$ cat src/rtl/core/rvdec_pkg.sv
// Shared types and constants of the RV32I instruction decoder.
// Used by the channel interfaces, the decode logic and the top level; depends on nothing.
package rvdec_pkg;

    localparam int XLEN        = 32;
    localparam int RegIdxWidth = 5;
    localparam int AluOpWidth  = 4;

    // Major opcodes (instruction bits 6..0).
    localparam logic [6:0] OpcLui    = 7'h37;
    localparam logic [6:0] OpcAuipc  = 7'h17;
    localparam logic [6:0] OpcJal    = 7'h6F;
    localparam logic [6:0] OpcJalr   = 7'h67;
    localparam logic [6:0] OpcBranch = 7'h63;
    localparam logic [6:0] OpcLoad   = 7'h03;
    localparam logic [6:0] OpcStore  = 7'h23;
    localparam logic [6:0] OpcOpImm  = 7'h13;
    localparam logic [6:0] OpcOp     = 7'h33;

    // funct3 codes of the integer ALU group.
    localparam logic [2:0] F3AddSub = 3'd0;
    localparam logic [2:0] F3Sll    = 3'd1;
    localparam logic [2:0] F3Slt    = 3'd2;
    localparam logic [2:0] F3Sltu   = 3'd3;
    localparam logic [2:0] F3Xor    = 3'd4;
    localparam logic [2:0] F3Shr    = 3'd5;
    localparam logic [2:0] F3Or     = 3'd6;
    localparam logic [2:0] F3And    = 3'd7;

    typedef enum logic [AluOpWidth-1:0] {
        ALU_ADD          = 4'd0,
        ALU_SUB          = 4'd1,
        ALU_SLL          = 4'd2,
        ALU_SLT          = 4'd3,
        ALU_SLT_UNSIGNED = 4'd4,
        ALU_XOR          = 4'd5,
        ALU_SRL          = 4'd6,
        ALU_SRA          = 4'd7,
        ALU_OR           = 4'd8,
        ALU_AND          = 4'd9
    } alu_op_t;

    // One decoded instruction.
    typedef struct packed {
        logic                   write_register;
        logic                   read_memory;
        logic                   write_memory;
        logic                   load_to_register;
        logic                   use_immediate;
        logic                   is_branch;
        logic                   is_jump;
        alu_op_t                alu_operation;
        logic [XLEN-1:0]        immediate_value;
        logic [RegIdxWidth-1:0] source_one_index;
        logic [RegIdxWidth-1:0] source_two_index;
        logic [RegIdxWidth-1:0] dest_index;
    } decode_t;

endpackage

$ cat src/rtl/core/rvdec_if.sv
// Valid/ready channel interfaces of the RV32I instruction decoder.
// Depends on rvdec_pkg for field widths.
interface rvdec_instr_if;
    logic                        valid;
    logic                        ready;
    logic [rvdec_pkg::XLEN-1:0]  instruction_word;

    modport source (output valid, output instruction_word, input ready);
    modport sink   (input valid, input instruction_word, output ready);
endinterface

interface rvdec_result_if;
    logic                              valid;
    logic                              ready;
    logic                              write_register;
    logic                              read_memory;
    logic                              write_memory;
    logic                              load_to_register;
    logic                              use_immediate;
    logic                              is_branch;
    logic                              is_jump;
    logic [rvdec_pkg::AluOpWidth-1:0]  alu_operation;
    logic [rvdec_pkg::XLEN-1:0]        immediate_value;
    logic [rvdec_pkg::RegIdxWidth-1:0] source_one_index;
    logic [rvdec_pkg::RegIdxWidth-1:0] source_two_index;
    logic [rvdec_pkg::RegIdxWidth-1:0] dest_index;

    modport source (
        output valid, output write_register, output read_memory, output write_memory,
        output load_to_register, output use_immediate, output is_branch, output is_jump,
        output alu_operation, output immediate_value, output source_one_index,
        output source_two_index, output dest_index, input ready
    );
    modport sink (
        input valid, input write_register, input read_memory, input write_memory,
        input load_to_register, input use_immediate, input is_branch, input is_jump,
        input alu_operation, input immediate_value, input source_one_index,
        input source_two_index, input dest_index, output ready
    );
endinterface

$ cat src/rtl/core/rv32i_instruction_decoder.sv
// Top level of the RV32I instruction decoder: input register, decode logic, result register.
// Depends on rvdec_pkg, the channel interfaces in rvdec_if and rvdec_decode.

// The decoder takes one instruction word per clock cycle while the result side is
// ready and returns one decoded beat per instruction. The word lands in an input
// register, passes through one level of decode logic and is captured in a result
// register; both stages advance in the same cycle, so a new beat is taken while the
// previous result waits. A stall on the result side propagates back to instr.ready
// in the same cycle, and decoding resumes at one beat per cycle as soon as
// result.ready returns.
module rv32i_instruction_decoder (
    input logic          clk,
    input logic          rst_n,
    rvdec_instr_if.sink  instr,
    rvdec_result_if.source result
);
    import rvdec_pkg::*;

    logic            word_valid_reg;
    logic [XLEN-1:0] word_reg;
    logic            res_valid_reg;
    decode_t         res_reg;
    decode_t         dec;
    logic            res_load;
    logic            word_load;

    // Pipeline advance: each stage moves when its downstream stage has room.
    assign res_load  = word_valid_reg && (!res_valid_reg || result.ready);
    assign word_load = instr.valid && instr.ready;
    assign instr.ready = !word_valid_reg || res_load;

    // Input stage control.
    always_ff @(posedge clk or negedge rst_n)
    begin
        if (!rst_n)
        begin
            word_valid_reg <= 1'b0;
        end
        else if (instr.ready)
        begin
            word_valid_reg <= instr.valid;
        end
    end

    // Input stage payload.
    always_ff @(posedge clk)
    begin
        if (word_load)
        begin
            word_reg <= instr.instruction_word;
        end
    end

    rvdec_decode u_decode (
        .word (word_reg),
        .dec  (dec)
    );

    // Result stage control.
    always_ff @(posedge clk or negedge rst_n)
    begin
        if (!rst_n)
        begin
            res_valid_reg <= 1'b0;
        end
        else if (!res_valid_reg || result.ready)
        begin
            res_valid_reg <= word_valid_reg;
        end
    end

    // Result stage payload.
    always_ff @(posedge clk)
    begin
        if (res_load)
        begin
            res_reg <= dec;
        end
    end

    // Drive the result channel from the result register.
    assign result.valid            = res_valid_reg;
    assign result.write_register   = res_reg.write_register;
    assign result.read_memory      = res_reg.read_memory;
    assign result.write_memory     = res_reg.write_memory;
    assign result.load_to_register = res_reg.load_to_register;
    assign result.use_immediate    = res_reg.use_immediate;
    assign result.is_branch        = res_reg.is_branch;
    assign result.is_jump          = res_reg.is_jump;
    assign result.alu_operation    = AluOpWidth'(res_reg.alu_operation);
    assign result.immediate_value  = res_reg.immediate_value;
    assign result.source_one_index = res_reg.source_one_index;
    assign result.source_two_index = res_reg.source_two_index;
    assign result.dest_index       = res_reg.dest_index;

endmodule

$ cat src/rtl/core/rvdec_decode.sv
// Combinational decode of one RV32I instruction word into control flags,
// ALU operation, immediate and register indices. Depends on rvdec_pkg.
module rvdec_decode (
    input  logic [rvdec_pkg::XLEN-1:0] word,
    output rvdec_pkg::decode_t         dec
);
    import rvdec_pkg::*;

    logic [6:0]      opcode;
    logic [2:0]      funct3;
    logic            bit30;
    logic [XLEN-1:0] imm_i;
    logic [XLEN-1:0] imm_s;
    logic [XLEN-1:0] imm_b;
    logic [XLEN-1:0] imm_u;
    logic [XLEN-1:0] imm_j;
    alu_op_t         alu_f3;

    assign opcode = word[6:0];
    assign funct3 = word[14:12];
    assign bit30  = word[30];

    // Immediates of all five formats, sign-extended from bit 31.
    assign imm_i = {{20{word[31]}}, word[31:20]};
    assign imm_s = {{20{word[31]}}, word[31:25], word[11:7]};
    assign imm_b = {{19{word[31]}}, word[31], word[7], word[30:25], word[11:8], 1'b0};
    assign imm_u = {word[31:12], 12'b0};
    assign imm_j = {{11{word[31]}}, word[31], word[19:12], word[20], word[30:21], 1'b0};

    // ALU operation from funct3; subtract only for the register-register class.
    always_comb
    begin
        unique case (funct3)
            F3AddSub: alu_f3 = (opcode == OpcOp && bit30) ? ALU_SUB : ALU_ADD;
            F3Sll:    alu_f3 = ALU_SLL;
            F3Slt:    alu_f3 = ALU_SLT;
            F3Sltu:   alu_f3 = ALU_SLT_UNSIGNED;
            F3Xor:    alu_f3 = ALU_XOR;
            F3Shr:    alu_f3 = bit30 ? ALU_SRA : ALU_SRL;
            F3Or:     alu_f3 = ALU_OR;
            F3And:    alu_f3 = ALU_AND;
            default:  alu_f3 = ALU_AND;
        endcase
    end

    // Class decode; unknown opcodes leave every flag low, add and a zero immediate.
    always_comb
    begin
        dec                  = '0;
        dec.alu_operation    = ALU_ADD;
        dec.source_one_index = word[19:15];
        dec.source_two_index = word[24:20];
        dec.dest_index       = word[11:7];
        unique case (opcode)
            OpcLui, OpcAuipc:
            begin
                dec.write_register  = 1'b1;
                dec.use_immediate   = 1'b1;
                dec.immediate_value = imm_u;
            end
            OpcJal:
            begin
                dec.write_register  = 1'b1;
                dec.is_jump         = 1'b1;
                dec.immediate_value = imm_j;
            end
            OpcJalr:
            begin
                dec.write_register  = 1'b1;
                dec.is_jump         = 1'b1;
                dec.use_immediate   = 1'b1;
                dec.immediate_value = imm_i;
            end
            OpcBranch:
            begin
                dec.is_branch       = 1'b1;
                dec.immediate_value = imm_b;
            end
            OpcLoad:
            begin
                dec.write_register   = 1'b1;
                dec.read_memory      = 1'b1;
                dec.load_to_register = 1'b1;
                dec.use_immediate    = 1'b1;
                dec.immediate_value  = imm_i;
            end
            OpcStore:
            begin
                dec.write_memory    = 1'b1;
                dec.use_immediate   = 1'b1;
                dec.immediate_value = imm_s;
            end
            OpcOpImm:
            begin
                dec.write_register  = 1'b1;
                dec.use_immediate   = 1'b1;
                dec.immediate_value = imm_i;
                dec.alu_operation   = alu_f3;
            end
            OpcOp:
            begin
                dec.write_register = 1'b1;
                dec.alu_operation  = alu_f3;
            end
            default:
            begin
                dec.alu_operation = ALU_ADD;
            end
        endcase
    end

endmodule

$ cat src/flat_wrapper.sv
// flat-port wrapper written by rule: the top's interface ports become plain ports
module rv32i_instruction_decoder_flat import rvdec_pkg::*;
  (clk, rst_n, instr_valid, instr_instruction_word, instr_ready, result_valid, result_write_register, result_read_memory, result_write_memory, result_load_to_register, result_use_immediate, result_is_branch, result_is_jump, result_alu_operation, result_immediate_value, result_source_one_index, result_source_two_index, result_dest_index, result_ready);
  rvdec_instr_if instr_i ();
  rvdec_result_if result_i ();
  input logic clk;
  input logic rst_n;
  input wire logic [$bits(instr_i.valid)-1:0] instr_valid;
  input wire logic [$bits(instr_i.instruction_word)-1:0] instr_instruction_word;
  output wire logic [$bits(instr_i.ready)-1:0] instr_ready;
  output wire logic [$bits(result_i.valid)-1:0] result_valid;
  output wire logic [$bits(result_i.write_register)-1:0] result_write_register;
  output wire logic [$bits(result_i.read_memory)-1:0] result_read_memory;
  output wire logic [$bits(result_i.write_memory)-1:0] result_write_memory;
  output wire logic [$bits(result_i.load_to_register)-1:0] result_load_to_register;
  output wire logic [$bits(result_i.use_immediate)-1:0] result_use_immediate;
  output wire logic [$bits(result_i.is_branch)-1:0] result_is_branch;
  output wire logic [$bits(result_i.is_jump)-1:0] result_is_jump;
  output wire logic [$bits(result_i.alu_operation)-1:0] result_alu_operation;
  output wire logic [$bits(result_i.immediate_value)-1:0] result_immediate_value;
  output wire logic [$bits(result_i.source_one_index)-1:0] result_source_one_index;
  output wire logic [$bits(result_i.source_two_index)-1:0] result_source_two_index;
  output wire logic [$bits(result_i.dest_index)-1:0] result_dest_index;
  input wire logic [$bits(result_i.ready)-1:0] result_ready;
  assign instr_i.valid = instr_valid;
  assign instr_i.instruction_word = instr_instruction_word;
  assign instr_ready = instr_i.ready;
  assign result_valid = result_i.valid;
  assign result_write_register = result_i.write_register;
  assign result_read_memory = result_i.read_memory;
  assign result_write_memory = result_i.write_memory;
  assign result_load_to_register = result_i.load_to_register;
  assign result_use_immediate = result_i.use_immediate;
  assign result_is_branch = result_i.is_branch;
  assign result_is_jump = result_i.is_jump;
  assign result_alu_operation = result_i.alu_operation;
  assign result_immediate_value = result_i.immediate_value;
  assign result_source_one_index = result_i.source_one_index;
  assign result_source_two_index = result_i.source_two_index;
  assign result_dest_index = result_i.dest_index;
  assign result_i.ready = result_ready;
  rv32i_instruction_decoder u_core (.clk(clk), .rst_n(rst_n), .instr(instr_i), .result(result_i));
endmodule
$ cat config.mk
export PLATFORM = sky130hd
export DESIGN_NAME = rv32i_instruction_decoder_flat
export DESIGN_NICKNAME = d
export VERILOG_FILES = /design/src/rtl/core/rvdec_pkg.sv /design/src/rtl/core/rvdec_if.sv /design/src/rtl/core/rv32i_instruction_decoder.sv /design/src/rtl/core/rvdec_decode.sv /design/src/flat_wrapper.sv
export SDC_FILE = /design/constraint.sdc
export NUM_CORES = 1
export LEC_CHECK = 0
export BUFFER_PORTS_ARGS = -buffer_cell sky130_fd_sc_hd__buf_2
export CORE_UTILIZATION = 25
export DETAILED_ROUTE_END_ITERATION = 16
export PLACE_DENSITY_LB_ADDON = 0.25
export SLEW_MARGIN = 15
export SYNTH_ARGS = -nofsm -noshare
export SYNTH_HDL_FRONTEND = slang
export SYNTH_HIERARCHICAL = 1
export SYNTH_SLANG_ARGS = --single-unit
$ cat constraint.sdc
create_clock -name clk -period 3.1 [get_ports clk]
set_clock_uncertainty 0.2 [all_clocks]
set_input_delay 0.31 -clock clk [delete_from_list [all_inputs] [get_ports clk]]
set_output_delay 0.31 -clock clk [all_outputs]
set_load 0.03 [all_outputs]
[Yosys cells after proc, flatten, opt, wreduce, memory -nomap -nowiden]
Index checks and enable logic that the tools add are counted.
Storage, ports and cells
  register bits after elaboration: 91
  memory bits (writable): 0
  word-level logic and storage cells: 54
  bits in latches: 0
  memories: 0
  input port bits: 36
  output and inout bits: 60
  bits in read-only memories: 0
Cells by class
  divide/modulo/power cells: 0
  $lt $le $gt $ge: 0
  muxes and demuxes: 10
  $add $sub $neg: 0
  reductions and logical operators: 14
  equal/unequal tests: 16
  bitwise operators: 0
  multiply operators: 0
  shift-type cells: 0
Operators by type and width (number)
  $pmux W32 S5: 1
  $pmux W4 S8: 1
  $eq A7 B6 Y1 const B: 3
  $eq A7 B7 Y1 const B: 3
  $eq A7 B5 Y1 const B: 2
  $eq A3 B3 Y1 const B: 4
  $mux W1: 8
  $eq A7 B2 Y1 const B: 1
  $reduce_or A7 Y1: 1
  $eq A3 B2 Y1 const B: 2
  $reduce_or A2 Y1: 3
  $reduce_or A6 Y1: 1
  $eq A3 B1 Y1 const B: 1
  $logic_and A1 B1 Y1: 3
  $logic_not A3 Y1: 1
  $reduce_or A3 Y1: 1
  $logic_not A1 Y1: 2
  $logic_or A1 B1 Y1: 2

[Depth between registers and ports, before layout]
Gate-level depths: netlist of run 1.
  word-level depth: 5
  mapped depth: 6
  gate-level depth less buffers: 4

[Cells and area by module]
The synthesis of run 1 kept the hierarchy.
Modules (own cells, without submodules)
  rv32i_instruction_decoder: cells an instance 98, area an instance 2806.4 µm², instances 1, seq. area each 2752.6 µm²
  rvdec_decode: cells an instance 106, area an instance 709.4 µm², instances 1, seq. area each 0.0 µm²

[Worst setup path after synthesis of run 1]
Ideal clock, no wire load.
  path kind: register to register
  start point: register u_core.res_valid_reg, in the netlist u_core/result.valid
  end point: register u_core.res_reg (netlist bit u_core/result.alu_operation[0]) (enable)
  arrival: 2.038 ns
  setup time: 0.422 ns
  clock period less this slack: 2.660 ns
  required time: 2.478 ns
  path slack: 0.440 ns
  buffers on the path: 0
  cell stages (with the launch flop): 3
  cell sequence: dfrtp_1 -> nand2b_1 -> and2_1
Between the ends
  cells in the longest elaborated chain, start to end: 3
RTL lines
  start, declared: RTL line rv32i_instruction_decoder.sv:21  | logic res_valid_reg;
  start signal, assigned: RTL line rv32i_instruction_decoder.sv:68  | res_valid_reg <= word_valid_reg;
  $logic_not A1 Y1: RTL line rv32i_instruction_decoder.sv:28  | assign res_load = word_valid_reg && (!res_valid_reg || result.ready);
  $logic_or A1 B1 Y1: RTL line rv32i_instruction_decoder.sv:28
  $logic_and A1 B1 Y1: RTL line rv32i_instruction_decoder.sv:28
  named net u_core.res_load: RTL line rv32i_instruction_decoder.sv:24  | logic res_load;
  end signal, assigned: RTL line rv32i_instruction_decoder.sv:77  | res_reg <= dec;
  end, declared: RTL line rv32i_instruction_decoder.sv:22  | decode_t res_reg;
The timed path passes the listed nets, and every way through them passes these cells.
A chain may end at the register's enable or synchronous reset.

==> results of run 1 <==
-- cells in the mapped netlist, drive strengths merged (2+ instances only) --
| cell | count | area share (%) |
|---|---|---|
| and2 | 3 | 0.68 |
| nor3 | 4 | 0.57 |
| o21ai | 2 | 0.39 |
| nor4 | 2 | 0.36 |
| clkbuf | 3 | 0.32 |
| a21o | 20 | 4.3 |
| nand2 | 7 | 0.75 |
| nand2b | 4 | 0.71 |
| nor2b | 7 | 1.2 |
| a22o | 4 | 1.0 |
| inv | 6 | 0.64 |
| dfrtp | 2 | 1.4 |
| nor2 | 6 | 0.64 |
| edfxtp | 90 | 77 |
| a21oi | 6 | 1.2 |
| a211o | 3 | 0.75 |
| nand3 | 4 | 0.57 |
| buf | 19 | 4.2 |
-- power groups by stage --
stage	logic [uW]	clock network, uW	registers [uW]
after floorplan	88.5	0	1630
after global placement	277	0	1530
after detailed placement	281	0	1530
after CTS	314	1080	1510
after global routing	331	1120	1510
final	308	1030	1510
-- worst reg2reg max path: stages (launching register included) --
cell and delay [ns]:
edfxtp_1 0.48, or2_1 0.34, or4_4 0.48, a21oi_4 0.32
a21o_1 0.14
-- how the worst min path moves through the flow --
stage / from / to / slack [ns]
CTS: result_ready / u_core/result.valid / 0.04
finish: result_ready / u_core/result.valid / 0.06
global placement: rst_n / u_core/word_valid_reg / -0.10
global route: result_ready / u_core/result.valid / 0.07
detailed placement: rst_n / u_core/result.valid / -0.10
floorplan: rst_n / u_core/result.valid / -0.19
-- per-layer routing --
layer | share of wire [%] | track usage, %
met5 | 0 | 0
met4 | 2.2 | 6.25
met3 | 6.0 | 3.30
met2 | 47 | 16.8
met1 | 45 | 13.3
-- kinds of logic after synthesis --
kind of cell	share of synthesized area, %
and+or+nand+nor	7.26
DFF	78.3
muxes	0.285
buffers and inverters	5.16
AOI/OAI and AO/OA	9.00
-- area by class of cell --
type / instances / area (sq um)
Tap cell: 176 / 220
Multi-Input combinational cell: 84 / 583
Inverter: 6 / 22.5
Sequential cell: 92 / 2750
Clock buffer: 10 / 229
Fill cell: 1367 / 8760
Clock inverter: 4 / 42.5
Timing Repair Buffer: 131 / 843
-- per-stage QoR --
stage | hold slack [ns] | total power, uW | cells
3_3_place_gp | -0.104 | 1810 | 455
2_1_floorplan | -0.186 | 1720 | 204
5_1_grt | 0.0745 | 2960 | 503
3_5_place_dp | -0.100 | 1810 | 455
6_report | 0.0625 | 2840 | 503
4_1_cts | 0.0428 | 2900 | 503
==> metrics.md, run 1 <==
| Metric | Value |
|---|---|
| RSZ-0062 raised after global routing | false |
| Area delta synth->final | 33.5% |
| Lkg Pwr | 0.00198 uW |
| GRT Util Overall | between 10% and 20% |
| R2r endpoint | u_core/result.immediate_value[27] |
| Part of the cycle the worst path needs | approximately 68% |
| # Max-Cap Violations | 0 |
| Peak supply drop | 0.205 mV |
| Worst slew pin tran | ~0.66 ns |
| WL final | roughly 7400 microns |
| Setup slack at placement | ~1 ns |
| DRC errors left | 0 |
| Crit path cell chain | or2_1, or4_4, a21oi_4, a21o_1 |
| Slowest stage delay, CP | about 0.48 ns |
| CTS H-Tree Depth | 3 |
| Worst r2r path cells | 4 |
| Via count | slightly above 2k |
| Final worst slack | roughly 1.0 ns |
| Design Area, Final | 0.00469 sq mm |
| Slowest-stage cell, CP | edfxtp_1 |
| GR Overflow Total | 0 |
| Clock latency at the later pin of the worst-skew pair | around 0.34 ns |
| FF-to-FF Start | u_core/word_reg[2] |
| Critical path depth | 4 |
| Util after Layout | a little over a third |
| Port Buffers | 95 |
| Synth Flop Type | edfxtp_1 |
| Max Fanout on Critical Path | 11 |
| DR pass1 iterations | 4 |
| CTS tree | done |
| TNS Setup | 0 ns |
| Hold-fix buffer count after cts | 34 |
| Pwr dens | 606 mW/mm^2 |
| Tmin final | between 2 and 2.5 ns |
| Longest Clk Path Bufs | 2 |
| Psw | 665 uW |
| Hold WC Path Type | in2reg |
| Setup CP Type | reg2reg |
| Clock Power Share | 36.2% |
| CP startpoint | u_core/word_reg[2] |
| Worst EP required | between 3 and 4 ns |
| First-pass GRT wire length | around 11000 microns |
| Count of final hold-check violations | 0 |
| Number of synthesis warnings | 6 |
| Reg2reg setup slack | 1.00 ns |
| Endpoint type of the worst setup path | register |
| Largest net degree at the start of global routing | 36 |
| Initial Util | a little over a quarter |
| Worst-path clk slew | roughly 0.06 ns |
| Internal | 2180 uW |
| Sequential Power Share | between 50% and 60% |
| Core area | ~0.013 sq mm |
| Total die area | between 0.01 and 0.015 sq mm |
| I/O pin cnt | 96 |
| Routed Antenna Nets | 0 |
| Arrival time worst endpoint | around 2.1 ns |
| Most frequent cells in the layout | buf_2 (95), edfxtp_1 (90), dlygate4sd3_1 (34), a21o_1 (20), clkbuf_16 (9) |
| Flops & latches, synth | just over 90 |
| Layout cells sized above 1 | 35.5% |
| WHS Path Cells | 3 |
| Clock root cell | clkbuf_16 |
| WL/cell | around 15 microns |
| Die width | between 100 and 150 microns |
| Postcts setup bufs | 0 |
| Nets | between 300 and 400 |
| Num Clock Sinks | 92 |
| DP HPWL | roughly 4900 microns |
| Syn Inst Count | around 200 |
| Critical path capture point | u_core/result.immediate_value[27] |
| Worst setup SP type | register |
| Synth cell types | 35 |
| Family with the most delay on the worst path | simple AND/OR/NAND/NOR gates |
| Row cnt | 42 |
| Slew Limit Fails | 0 |
| DR vias/cell | 4.05 |
| Placed inst area | roughly 0.004 sq mm |
| Vias in the first global route | approximately 2k |
| Slew headroom | 56.2% |
| Resized cells post-CTS | 0 |
| FMAX | 477 MHz |
| ANT cells | 0 |
| Worst path bufs/invs | 0 |
| Net Sw Frac | between 20% and 30% |
| Mapped cell area | approximately 0.0035 sq mm |
| Seq/Total Area, Yosys | about four fifths |
| Finish-stage setup viols | 0 |
| Syn_nets | 240 |
| Die Y-Extent | 121 microns |
| Gpl congestion | about 0.77 |
| Number of synthesized flops with an enable pin | 90 |
| Number of DRC markers in iteration 0 | about 120 |
| Async set-reset flop share out of synthesis | about 2.2% |
| CTS Buf Count | 9 |
| Avg Cell Area, Syn | 17.2 sq um |
| Status | complete, no violations |
| Commonest non-fill, non-tap cell in the layout | buf_2 |
| Initial antenna violation count | 0 |
| Combinational share of power | 10.8% |
Note: power is estimated with default switching activity, not from simulation.
==> run 2, diff against run 1 <==
- ABC_AREA: default -> 1
- clock period: 3.1 -> 2.2 ns (I/O delays scaled with it)
==> run 2 against run 1 <==
Net effect: total power grew 43%; hold slack improved by 0.19 ns; cell count is 13% higher; synthesized cell count is 25% higher; clock power up 45%; sequential share of layout area is 2.8 points lower; sequential power up 40%; utilization increased by 0.068 points; first-iteration DRC count is 35% lower; count of clock-buffer cells in the layout down 1; critical endpoint is now u_core/result.immediate_value[17].
==> metrics.md, run 2 <==
| Metric | Value |
|---|---|
| Part of the cycle the worst path needs | 92.1% (was 67.7%) |
| Slowest-stage cell, CP | nor2_2 (was edfxtp_1) |
| Slew Limit Fails | 0 (unchanged) |
| DR vias/cell | 4.02 (was 4.05) |
| Cell taking the most area after synthesis | edfxtp_1 (unchanged) |
| Die Y-Extent | 123 microns (was 121 microns) |
| TNS Setup | 0 ns (unchanged) |
| Row cnt | 43 (was 42) |
| Nets | 418 (was 360) |
| Pwr dens | 823 mW/mm^2 (was 606 mW/mm^2) |
| Critical path depth | 5 (was 4) |
| Synth Flop Type | edfxtp_1 (unchanged) |
| Routed Antenna Nets | 0 (unchanged) |
| Most frequent cell after synthesis | edfxtp_1 (unchanged) |
| Async set-reset flop share out of synthesis | 2.17% (unchanged) |
| Vias in the first global route | 2337 (was 2056) |
| Slowest stage delay, CP | 0.55 ns (was 0.48 ns) |
| Critical path capture point | u_core/result.immediate_value[17] (was u_core/result.immediate_value[27]) |
| Max Fanout on Critical Path | 16 (was 11) |
| DP HPWL | 5310 microns (was 4920 microns) |
| Crit path cell chain | nor2_2, nand2_1, nand2_1, a21oi_1, nand2_2 (was or2_1, or4_4, a21oi_4, a21o_1) |
| Commonest non-fill, non-tap cell in the layout | buf_2 (unchanged) |
| DRC errors left | 0 (unchanged) |
| RSZ-0062 raised after global routing | false (unchanged) |
| Number of synthesized flops with an enable pin | 90 (unchanged) |
| CTS tree | done (unchanged) |
| Worst path bufs/invs | 0 (unchanged) |
| GRT Util Overall | 11.4% (was 10.8%) |
| Core area | 0.0141 sq mm (was 0.0135 sq mm) |
| WL final | 7990 microns (was 7400 microns) |
| Clock latency at the later pin of the worst-skew pair | 0.34 ns (about the same) |
| Initial Util | 26.1% (about the same) |
| Tmin final | 2.03 ns (was 2.10 ns) |
| Syn_nets | 292 (was 240) |
| FF-to-FF Start | u_core/word_reg[6] (was u_core/word_reg[2]) |
| Arrival time worst endpoint | 2.04 ns (was 2.10 ns) |
| CTS Buf Count | 9 (unchanged) |
| Syn Inst Count | 256 (was 204) |
| Post-synth top cells | edfxtp_1 (90), nand2_1 (34), inv_1 (21), nand3_1 (21), buf_4 (16) (was edfxtp_1 (90), a21o_1 (20), buf_4 (16)) |
| Worst setup SP type | register (unchanged) |
| Fill count | 1450 (was 1367) |
| Flops & latches, synth | 92 (unchanged) |
| Number of DRC markers in iteration 0 | 79 (was 121) |
| Worst EP required | 2.21 ns (was 3.10 ns) |
| Reg2reg setup slack | 0.17 ns (was 1.00 ns) |
| ANT cells | 0 (unchanged) |
| Avg Cell Area, Syn | 14.3 sq um (was 17.2 sq um) |
| Count of final hold-check violations | 0 (unchanged) |
| Family with the most delay on the worst path | simple AND/OR/NAND/NOR gates (unchanged) |
| CTS H-Tree Depth | 3 (unchanged) |
| Via count | 2278 (was 2036) |
| Synth cell types | 22 (was 35) |
| Postcts setup bufs | 0 (unchanged) |
| Largest net degree at the start of global routing | 59 (was 36) |
| Clock root cell | clkbuf_16 (unchanged) |
| Hold-fix buffer count after cts | 36 (was 34) |
| Setup CP Type | reg2reg (unchanged) |
| Layout cells sized above 1 | 38.9% (was 35.5%) |
| Worst-path clk slew | 0.06 ns (about the same) |
| Finish-stage setup viols | 0 (unchanged) |
| WHS Path Cells | 0 (was 3) |
| Lkg Pwr | 0.00220 uW (was 0.00198 uW) |
| Die width | 123 microns (was 121 microns) |
| Yosys top cell area share | 73.6% (was 76.9%) |
| Worst slew pin tran | 0.640 ns (was 0.658 ns) |
| Resized cells post-CTS | 0 (unchanged) |
| R2r endpoint | u_core/result.immediate_value[17] (was u_core/result.immediate_value[27]) |
| Most frequent cells in the layout | buf_2 (95), edfxtp_1 (90), dlygate4sd3_1 (36), nand2_1 (34) (was buf_2 (95), edfxtp_1 (90), dlygate4sd3_1 (34), a21o_1 (20), clkbuf_16 (9)) |
| Hold WC Path Type | reg2reg (was in2reg) |
| Top cells by area, synth | edfxtp_1 (74%), nand3_2 (4.1%), nand2_1 (3.5%) (was edfxtp_1 (77%), a21o_1 (4.3%), buf_4 (3.4%)) |
| Status | complete, no violations (unchanged) |
| First-pass GRT wire length | 12300 microns (was 11200 microns) |
| I/O pin cnt | 96 (unchanged) |
| Peak supply drop | 0.373 mV (was 0.205 mV) |
| Port Buffers | 95 (unchanged) |
| Seq/Total Area, Yosys | 74.9% (was 78.3%) |
| # Max-Cap Violations | 0 (unchanged) |
| Num Clock Sinks | 92 (unchanged) |
| Mapped cell area | 0.00367 sq mm (was 0.00352 sq mm) |
| Util after Layout | 35.0% (was 34.9%) |
| Area delta synth->final | 34.1% (was 33.5%) |
| FMAX | 493 MHz (was 477 MHz) |
| DR pass1 iterations | 4 (unchanged) |
| Number of synthesis warnings | 6 (unchanged) |
| Slew headroom | 57.3% (was 56.2%) |
| GR Overflow Total | 0 (unchanged) |
| CP startpoint | u_core/word_reg[6] (was u_core/word_reg[2]) |
| Worst r2r path cells | 5 (was 4) |
| Longest Clk Path Bufs | 2 (unchanged) |
| Initial antenna violation count | 0 (unchanged) |
| Most frequent CP cell | nand2_1 |
| Gpl congestion | 0.801 (was 0.774) |
| WL/cell | 14.1 microns (was 14.7 microns) |
| Total die area | 0.0152 sq mm (was 0.0145 sq mm) |
| Endpoint type of the worst setup path | register (unchanged) |
==> run 2: cell count changes in the layout (fill, tap and decap cells not counted), moves of 4 or more <==
cell / delta
nand2_1: +27
inv_1: +15
a21oi_1: +6
nand2b_1: -4
nor2b_1: -7
nand3_1: +17
nand2_2: +13
a22o_1: -4
nor2_1: +6
nand3_2: +15
a21o_1: -20
==> run 2: logic make-up (layout without fill, tap and decap cells) <==
logic type / count (synthesis) / in the layout / synth area share, %
simple gates: 106 / 106 / 16.3
flops: 92 / 92 / 74.9
buf+inv: 44 / 174 / 6.78
compound gates: 14 / 14 / 1.98
==> run 2: per-stage QoR <==
step / instance area (sq um) / hold slack (ns) / total power (uW) / std cells / worst slack [ns]
5_1_grt: 4930 / 0.267 / 4230 / 566 / 0.0175
3_3_place_gp: 4290 / -0.192 / 2560 / 515 / 0.223
2_1_floorplan: 3680 / -0.276 / 2420 / 256 / 0.00262
4_1_cts: 4930 / 0.250 / 4130 / 566 / 0.172
6_report: 4930 / 0.250 / 4060 / 566 / 0.173
3_5_place_dp: 4290 / -0.192 / 2560 / 515 / 0.198
==> run 2: worst min path at each step <==
stage	start	end	slack, ns
after floorplan	rst_n	u_core/result.valid	-0.28
after global placement	rst_n	u_core/result.valid	-0.19
after detailed placement	rst_n	u_core/result.valid	-0.19
after CTS	u_core/word_reg[8]	u_core/result.dest_index[1]	0.25
after global routing	u_core/word_reg[10]	u_core/result.dest_index[3]	0.27
final	u_core/word_reg[8]	u_core/result.dest_index[1]	0.25
==> run 2: worst register-to-register path, delay by kind of cell (launching register included) <==
kind             cells  cell delay, ns
AO/OA/AOI/OAI        1            0.13
flip-flops           1            0.46
AND/OR/NAND/NOR      4            1.11
==> run 2: power by group <==
group          switching, uW  leakage (uW)  internal (uW)
registers               53.9      0.000908           2060
clock network            626      0.000140            864
logic                    304       0.00115            147
total                    983       0.00220           3070
==> run 2: area by class of cell <==
type | count | area (sq um) | share of cell area [%]
tap | 180 | 225 | 4.57
clock buffer | 9 | 225 | 4.57
timing repair buffer | 136 | 898 | 18.2
clock inverter | 6 | 56.3 | 1.14
sequential | 92 | 2750 | 55.9
inverter | 23 | 86.3 | 1.75
multi-input combinational | 120 | 683 | 13.9
==> run 2: layer usage <==
metal  GRT usage (%)  share of wire, %
met4            6.33               2.2
met3            3.18               5.9
met5               0                 0
met2            17.5                48
met1            14.3                44
